## src/hdl/gf128_pkg.sv

```systemverilog
// Shared types and constants for the GF(2^128) multiply / power / inverse unit.
package gf128_pkg;

	localparam int FIELD_BITS = 128;
	localparam logic [FIELD_BITS-1:0] RED_POLY = 128'h87;
	localparam logic [FIELD_BITS-1:0] FIELD_ONE = 128'h1;
	localparam logic [FIELD_BITS-1:0] INV_EXP = {{(FIELD_BITS-1){1'b1}}, 1'b0};

	localparam logic [1:0] ACT_MUL = 2'd0;
	localparam logic [1:0] ACT_POW = 2'd1;
	localparam logic [1:0] ACT_INV = 2'd2;

	typedef struct packed {
		logic [1:0]  action;
		logic [63:0] first_high;
		logic [63:0] first_low;
		logic [63:0] second_high;
		logic [63:0] second_low;
		logic [63:0] exponent;
	} req_item_t;

	typedef struct packed {
		logic [63:0] result_high;
		logic [63:0] result_low;
		logic        error;
	} rsp_item_t;

	typedef struct packed {
		logic                  start;
		logic [FIELD_BITS-1:0] a;
		logic [FIELD_BITS-1:0] b;
	} mul_req_t;

	typedef struct packed {
		logic                  busy;
		logic                  done;
		logic [FIELD_BITS-1:0] product;
	} mul_rsp_t;

endpackage

```

## src/hdl/gf128_mul_unit.sv

```systemverilog
// Digit-serial GF(2^128) multiplier, DIGIT_BITS bits of the second operand per cycle.
module gf128_mul_unit #(
	parameter int DIGIT_BITS = 8
) (
	input  logic               clk,
	input  logic               arst_n,
	input  gf128_pkg::mul_req_t req,
	output gf128_pkg::mul_rsp_t rsp
);
	localparam int NSTEP = gf128_pkg::FIELD_BITS / DIGIT_BITS;
	localparam int CW = $clog2(NSTEP);
	localparam logic [CW-1:0] LAST = CW'(NSTEP - 1);

	logic                            busy_q;
	logic                            done_q;
	logic [CW-1:0]                   cnt_q;
	logic [gf128_pkg::FIELD_BITS-1:0] z_q, v_q, b_q;
	logic [gf128_pkg::FIELD_BITS-1:0] z_n, v_n;

	always_comb begin
		z_n = z_q;
		v_n = v_q;
		for (int i = 0; i < DIGIT_BITS; i++) begin
			if (b_q[i]) begin
				z_n = z_n ^ v_n;
			end
			v_n = {v_n[gf128_pkg::FIELD_BITS-2:0], 1'b0}
				^ (v_n[gf128_pkg::FIELD_BITS-1] ? gf128_pkg::RED_POLY : '0);
		end
	end

	always_ff @(posedge clk or negedge arst_n) begin
		if (!arst_n) begin
			busy_q <= 1'b0;
			done_q <= 1'b0;
			cnt_q  <= '0;
		end else begin
			done_q <= 1'b0;
			if (req.start) begin
				busy_q <= 1'b1;
				cnt_q  <= '0;
			end else if (busy_q) begin
				cnt_q <= cnt_q + CW'(1);
				if (cnt_q == LAST) begin
					busy_q <= 1'b0;
					done_q <= 1'b1;
				end
			end
		end
	end

	always_ff @(posedge clk) begin
		if (req.start) begin
			z_q <= '0;
			v_q <= req.a;
			b_q <= req.b;
		end else if (busy_q) begin
			z_q <= z_n;
			v_q <= v_n;
			b_q <= b_q >> DIGIT_BITS;
		end
	end

	assign rsp.busy    = busy_q;
	assign rsp.done    = done_q;
	assign rsp.product = z_q;
endmodule

```

## src/hdl/gf2_128_mul_pow_inv_top.sv

```systemverilog
// Top level: GF(2^128) multiply, power and inverse around one shared multiplier.
// One field multiplication occupies the multiplier from its start until its done strobe.
// Multiply: the product is taken in S_MULT, then registered as the result in S_FIN.
// Power: up to 127 multiplications; inverse: 254.
// One item at a time; req_stall is high after accept until the result is registered.
// Reset clears the sequencer, the multiplier control and the output valid.
module gf2_128_mul_pow_inv_top #(
	parameter int DIGIT_BITS = 8
) (
	input  logic                 clk,
	input  logic                 arst_n,
	input  logic                 req_valid,
	output logic                 req_stall,
	input  gf128_pkg::req_item_t req,
	output logic                 rsp_valid,
	input  logic                 rsp_stall,
	output gf128_pkg::rsp_item_t rsp
);
	typedef enum logic [5:0] {
		S_IDLE = 6'b000001,
		S_MULT = 6'b000010,
		S_STEP = 6'b000100,
		S_WS   = 6'b001000,
		S_WP   = 6'b010000,
		S_FIN  = 6'b100000
	} state_t;

	state_t                           state_q;
	logic [gf128_pkg::FIELD_BITS-1:0] s_q, p_q, e_q;
	logic                             err_q;
	logic                             rsp_valid_q;
	gf128_pkg::rsp_item_t             rsp_q;
	gf128_pkg::mul_req_t              mul_req;
	gf128_pkg::mul_rsp_t              mul_rsp;
	logic                             accept;
	logic [gf128_pkg::FIELD_BITS-1:0] first_op;
	logic                             first_zero;
	logic                             out_free;

	assign accept     = req_valid && !req_stall;
	assign req_stall  = (state_q != S_IDLE);
	assign first_op   = {req.first_high, req.first_low};
	assign first_zero = (first_op == '0);
	assign out_free   = !rsp_valid_q || !rsp_stall;

	always_comb begin
		mul_req.start = 1'b0;
		mul_req.a     = p_q;
		mul_req.b     = p_q;
		case (state_q)
			S_IDLE: begin
				mul_req.start = accept && (req.action == gf128_pkg::ACT_MUL);
				mul_req.a     = first_op;
				mul_req.b     = {req.second_high, req.second_low};
			end
			S_STEP: begin
				mul_req.start = 1'b1;
				mul_req.a     = e_q[0] ? s_q : p_q;
			end
			S_WS: begin
				mul_req.start = mul_rsp.done && (e_q[gf128_pkg::FIELD_BITS-1:1] != '0);
			end
			default: begin
				mul_req.start = 1'b0;
			end
		endcase
	end

	gf128_mul_unit #(
		.DIGIT_BITS(DIGIT_BITS)
	) u_mul (
		.clk   (clk),
		.arst_n(arst_n),
		.req   (mul_req),
		.rsp   (mul_rsp)
	);

	always_ff @(posedge clk or negedge arst_n) begin
		if (!arst_n) begin
			state_q <= S_IDLE;
		end else begin
			case (state_q)
				S_IDLE: begin
					if (accept) begin
						if (req.action == gf128_pkg::ACT_MUL) begin
							state_q <= S_MULT;
						end else if ((req.action == gf128_pkg::ACT_POW && !first_zero
								&& req.exponent != '0)
								|| (req.action == gf128_pkg::ACT_INV && !first_zero)) begin
							state_q <= S_STEP;
						end else begin
							state_q <= S_FIN;
						end
					end
				end
				S_MULT: begin
					if (mul_rsp.done) begin
						state_q <= S_FIN;
					end
				end
				S_STEP: begin
					state_q <= e_q[0] ? S_WS : S_WP;
				end
				S_WS: begin
					if (mul_rsp.done) begin
						state_q <= (e_q[gf128_pkg::FIELD_BITS-1:1] != '0) ? S_WP : S_FIN;
					end
				end
				S_WP: begin
					if (mul_rsp.done) begin
						state_q <= S_STEP;
					end
				end
				S_FIN: begin
					if (out_free) begin
						state_q <= S_IDLE;
					end
				end
				default: begin
					state_q <= S_IDLE;
				end
			endcase
		end
	end

	always_ff @(posedge clk or negedge arst_n) begin
		if (!arst_n) begin
			rsp_valid_q <= 1'b0;
		end else if (state_q == S_FIN && out_free) begin
			rsp_valid_q <= 1'b1;
		end else if (!rsp_stall) begin
			rsp_valid_q <= 1'b0;
		end
	end

	always_ff @(posedge clk) begin
		case (state_q)
			S_IDLE: begin
				if (accept) begin
					p_q   <= first_op;
					err_q <= (req.action == gf128_pkg::ACT_INV) && first_zero;
					e_q   <= (req.action == gf128_pkg::ACT_INV) ? gf128_pkg::INV_EXP
						: {{(gf128_pkg::FIELD_BITS-64){1'b0}}, req.exponent};
					if (req.action == gf128_pkg::ACT_POW && !first_zero) begin
						s_q <= gf128_pkg::FIELD_ONE;
					end else if (req.action == gf128_pkg::ACT_INV && !first_zero) begin
						s_q <= gf128_pkg::FIELD_ONE;
					end else begin
						s_q <= '0;
					end
				end
			end
			S_MULT, S_WS: begin
				if (mul_rsp.done) begin
					s_q <= mul_rsp.product;
				end
			end
			S_WP: begin
				if (mul_rsp.done) begin
					p_q <= mul_rsp.product;
					e_q <= e_q >> 1;
				end
			end
			S_FIN: begin
				if (out_free) begin
					rsp_q.result_high <= s_q[gf128_pkg::FIELD_BITS-1:64];
					rsp_q.result_low  <= s_q[63:0];
					rsp_q.error       <= err_q;
				end
			end
			default: begin
				s_q <= s_q;
			end
		endcase
	end

	assign rsp_valid = rsp_valid_q;
	assign rsp       = rsp_q;

	// multiplier is only started when free
	a_start_idle: assert property (@(posedge clk) disable iff (!arst_n)
		mul_req.start |-> !mul_rsp.busy)
		else $error("multiplier started while busy");

	// a finished multiplication always has a waiting sequencer state
	a_done_owner: assert property (@(posedge clk) disable iff (!arst_n)
		mul_rsp.done |-> (state_q == S_MULT || state_q == S_WS || state_q == S_WP))
		else $error("multiplier result dropped");

	// error is only raised with a zero result
	a_err_zero: assert property (@(posedge clk) disable iff (!arst_n)
		(rsp_valid && rsp.error) |-> (rsp.result_high == '0 && rsp.result_low == '0))
		else $error("error item with nonzero result");
endmodule
```

## config.mk

```make
export PLATFORM = sky130hd
export DESIGN_NAME = gf2_128_mul_pow_inv_top
export DESIGN_NICKNAME = d
export VERILOG_FILES = /design/src/hdl/gf128_pkg.sv /design/src/hdl/gf128_mul_unit.sv /design/src/hdl/gf2_128_mul_pow_inv_top.sv
export SDC_FILE = /design/constraint.sdc
export NUM_CORES = 2
export LEC_CHECK = 0
export ABC_AREA = 1
export BUFFER_PORTS_ARGS = -buffer_cell sky130_fd_sc_hd__buf_2
export CELL_PAD_IN_SITES_DETAIL_PLACEMENT = 2
export CELL_PAD_IN_SITES_GLOBAL_PLACEMENT = 2
export CORE_ASPECT_RATIO = 1.75
export CORE_MARGIN = 2
export CORE_UTILIZATION = 37
export CTS_CLUSTER_SIZE = 16
export DETAILED_ROUTE_END_ITERATION = 8
export GPL_ROUTABILITY_DRIVEN = 1
export PLACE_DENSITY = 0.81
export RECOVER_POWER = 50
export SLEW_MARGIN = 5
export SYNTH_ARGS = -nofsm -noshare
export SYNTH_HDL_FRONTEND = slang
export SYNTH_SLANG_ARGS = --single-unit
```

## constraint.sdc

```tcl
create_clock -name clk -period 27.2 [get_ports clk]
set_clock_uncertainty 0.15 [all_clocks]
set_input_delay 5.44 -clock clk [delete_from_list [all_inputs] [get_ports clk]]
set_output_delay 5.44 -clock clk [all_outputs]
set_load 0.01 [all_outputs]
```

==> flow_summary.json <==
{
  "synthesis.area_sq_um": 59500,
  "syn-num-nets": 7809,
  "synth.yosys.warnings": 0,
  "fraction_of_synthesized_cell_area_taken_by_the_top_area_cell_type_pct": 38.9,
  "synth_mux_area_share_pct": 0,
  "floorplan.core_area_sq_um": 160000,
  "hold_path_class": "reg -> reg",
  "portBuffers": 456,
  "antenna_violations_before_repair": 9,
  "post-dp-hpwl_um": 157000,
  "worstSetupStartpointType": "input pin",
  "number_of_placed_i_o_pins": 457,
  "detail-route-antenna-nets": 0,
  "post_synth_num_cell_types": 51,
  "post_cts_hold_buffer_count": 0,
  "timing_hold_violations_final": 0,
  "die-area_sq_um": 164000,
  "wire_per_inst_um": 23.9,
  "finalCritPeriodShare_pct": 58.5,
  "yosys.area_share.xor_xnor_pct": 14.5,
  "die_height_um": 534,
  "place_congestion": 0.830,
  "mostFrequentLayoutCell": "sky130_fd_sc_hd__nand2_1",
  "synth-edff-count": 770,
  "top_cells_by_area_synth": "sky130_fd_sc_hd__edfxtp_1 (39%), sky130_fd_sc_hd__nand2_1 (17%), sky130_fd_sc_hd__xor2_1 (5.9%)",
  "flip_flop_cell_with_the_highest_count_after_synthesis": "sky130_fd_sc_hd__edfxtp_1",
  "nets": 7923,
  "grt_use_total_pct": 28.0,
  "layout-area-overhead-vs-synth_pct": 9.70,
  "clk-insertion-delay-late_ps": 760,
  "first_global_vias": 58404,
  "cts.path.max_buffers": 3,
  "clock-root-buffer": "sky130_fd_sc_hd__clkbuf_16",
  "post-route-cell-area_sq_um": 65300,
  "syn_avg_cell_area_sq_um": 7.95,
  "synth.ff_latch_count": 911,
  "post_route_minimum_period_ps": 15910,
  "cts.sink_count": 911,
  "wirelength_um": 233000,
  "yosysSeqAreaShare_pct": 43.7,
  "post_cts.repair.setup_buffers": 0,
  "die_x_um": 307,
  "rows": 194,
  "synth-async-reset-ratio_pct": 1.43,
  "globalRoute.totalOverflow": 0,
  "timing.critical_path.required_ps": 27390,
  "synthSimpleGateAreaFrac_pct": 25.6,
  "synth_top_cell_by_area": "sky130_fd_sc_hd__edfxtp_1",
  "worst-setup-path-type": "in -> reg",
  "maxCapViolations": 15,
  "initial_util_pct": 37.3,
  "layout_common_cells": "sky130_fd_sc_hd__nand2_1 (2632), sky130_fd_sc_hd__edfxtp_1 (770), sky130_fd_sc_hd__inv_1 (603), sky130_fd_sc_hd__nand3_1 (450), sky130_fd_sc_hd__nor2_1 (446)",
  "cts_tree": "yes",
  "final-setup-viol-count": 0,
  "final.setup.tns_ps": 0,
  "timing.critical_path.fanout_max": 136,
  "synth_adder_area_share_pct": 0.0210,
  "maxSlewHeadroom_pct": -229,
  "via_per_inst": 5.38,
  "ctsHtreeMaxLevel": 3,
  "drc": 0,
  "setup.worst_path.end_class": "flop",
  "detailed_place.area_sq_um": 62400,
  "clkTransAtPathRegs_ps": 70,
  "detail_route.first_pass.iterations": 5,
  "run_status": "finished, violations left",
  "cts-buffers-inserted": 94,
  "grt_setup_unrepaired": "no",
  "layout-drive-gt1-share_pct": 9.82,
  "max_slew.worst_pin.slew_ps": 4910,
  "cts.repair.resized": 0,
  "max_freq_mhz": 62.9,
  "final-max-slew-violation-count": 817,
  "dominant_combinational_cell_family_by_area_after_synthesis": "simple AND/OR/NAND/NOR gates",
  "dr_total_vias": 52346,
  "grt_first_pass_wirelength_um": 351000,
  "worstPathArrival_ps": 16100,
  "synth_compound_area_share_pct": 8.01,
  "pin_count_of_the_biggest_net_entering_global_routing": 137,
  "syn-instance-count": 7482,
  "violations": "capacitance limit, slew limit",
  "detail_route.iter0.violations": 2501
}
==> synth_stat cells (4+ instances only) <==
| master | instances |
|---|---|
| sky130_fd_sc_hd__a21o_1 | 78 |
| sky130_fd_sc_hd__a21oi_1 | 237 |
| sky130_fd_sc_hd__a31oi_1 | 61 |
| sky130_fd_sc_hd__buf_1 | 16 |
| sky130_fd_sc_hd__buf_12 | 5 |
| sky130_fd_sc_hd__buf_2 | 188 |
| sky130_fd_sc_hd__buf_4 | 35 |
| sky130_fd_sc_hd__buf_6 | 31 |
| sky130_fd_sc_hd__clkbuf_1 | 218 |
| sky130_fd_sc_hd__dfrtp_1 | 12 |
| sky130_fd_sc_hd__dfxtp_1 | 128 |
| sky130_fd_sc_hd__edfxtp_1 | 770 |
| sky130_fd_sc_hd__inv_1 | 603 |
| sky130_fd_sc_hd__inv_2 | 7 |
| sky130_fd_sc_hd__nand2_1 | 2632 |
| sky130_fd_sc_hd__nand2_2 | 63 |
| sky130_fd_sc_hd__nand2_4 | 38 |
| sky130_fd_sc_hd__nand3_1 | 450 |
| sky130_fd_sc_hd__nand3b_1 | 13 |
| sky130_fd_sc_hd__nand4_1 | 32 |
| sky130_fd_sc_hd__nor2_1 | 445 |
| sky130_fd_sc_hd__o211ai_1 | 10 |
| sky130_fd_sc_hd__o21ai_0 | 361 |
| sky130_fd_sc_hd__o21ai_1 | 128 |
| sky130_fd_sc_hd__o221ai_1 | 4 |
| sky130_fd_sc_hd__or2_1 | 6 |
| sky130_fd_sc_hd__or2_2 | 26 |
| sky130_fd_sc_hd__xnor2_1 | 310 |
| sky130_fd_sc_hd__xor2_1 | 404 |
| sky130_fd_sc_hd__xor2_2 | 143 |
==> flip-flops by register name, indices dropped and copies added, names as in the netlist <==
signal,flops
rsp,129
e_q,128
p_q,128
s_q,128
u_mul.b_q,128
u_mul.v_q,128
u_mul.z_q,128
state_q,6
u_mul.cnt_q,4
err_q,1
rsp_valid,1
u_mul.busy_q,1
u_mul.done_q,1
==> layer usage <==
layer	vias up	share of wire, %	global-route usage (%)	wire (um)
met2	1159	55	54.4	128000
met1	26753	36	28.8	83800
li1	23884	-	-	-
met4	10	6.2	16.3	14500
met3	540	2.9	2.52	6750
met5	-	0.028	0	66
==> path summary, 6_finish.rpt <==
| path | depth (start not counted) | endpoint | from | slack [ps] |
|---|---|---|---|---|
| min in group asynchronous | 1 | state_q[4]$_DFFE_PN0P_ | arst_n | 4630 |
| setup reg to reg | 8 | u_mul.b_q[80]$_DFFE_PP_ | state_q[5]$_DFFE_PN0P_ | 14670 |
| hold / removal | 0 | rsp[0]$_DFFE_PP_ | err_q$_DFFE_PP_ | 270 |
| hold reg to reg | 0 | rsp[0]$_DFFE_PP_ | err_q$_DFFE_PP_ | 270 |
| max in group asynchronous | 1 | u_mul.busy_q$_DFF_PN0_ | arst_n | 21610 |
| setup / recovery | 7 | u_mul.b_q[80]$_DFFE_PP_ | req[321] | 11290 |
==> worst max-delay path, stage by stage <==
cell	delay, ps
sky130_fd_sc_hd__clkbuf_1	100
sky130_fd_sc_hd__nor2_1	200
sky130_fd_sc_hd__a31oi_1	200
sky130_fd_sc_hd__nand2_1	1320
sky130_fd_sc_hd__clkinvlp_2	4700
sky130_fd_sc_hd__nand2_4	3020
sky130_fd_sc_hd__buf_4	940
==> through the flow <==
| step | hold slack [ps] | worst slack, ps | instances | utilization [%] |
|---|---|---|---|---|
| global route | 300 | 10130 | 9737 | 40.9 |
| detailed placement | 280 | 17530 | 9558 | 39.1 |
| CTS | 277 | 18320 | 9736 | 41.1 |
| floorplan | 250 | 2520 | 7482 | - |
| finish | 271 | 11290 | 9737 | 40.9 |
| global placement | 279 | 17570 | 9558 | 39.1 |
==> logic make-up after synthesis <==
family                   count (synthesis)
XOR/XNOR                               859
AO/OA/AOI/OAI                          885
AND/OR/NAND/NOR                       3719
flip-flops                             911
buffers and inverters                 1107
adder cells (fa/ha/maj)                  1
==> final cells by class <==
class,instances,area (sq um)
repair buffers,512,2520
well taps,2058,2570
inverters,613,2330
fillers,18407,94400
multi-input cells,5464,28700
clock inverters,52,578
flip-flops and latches,911,26000
clock buffers,126,2590
diodes,1,2.50
Power is left out: the tool's default activity adds up to more than one toggle a clock period on the data nets, which glitch-free logic cannot reach.
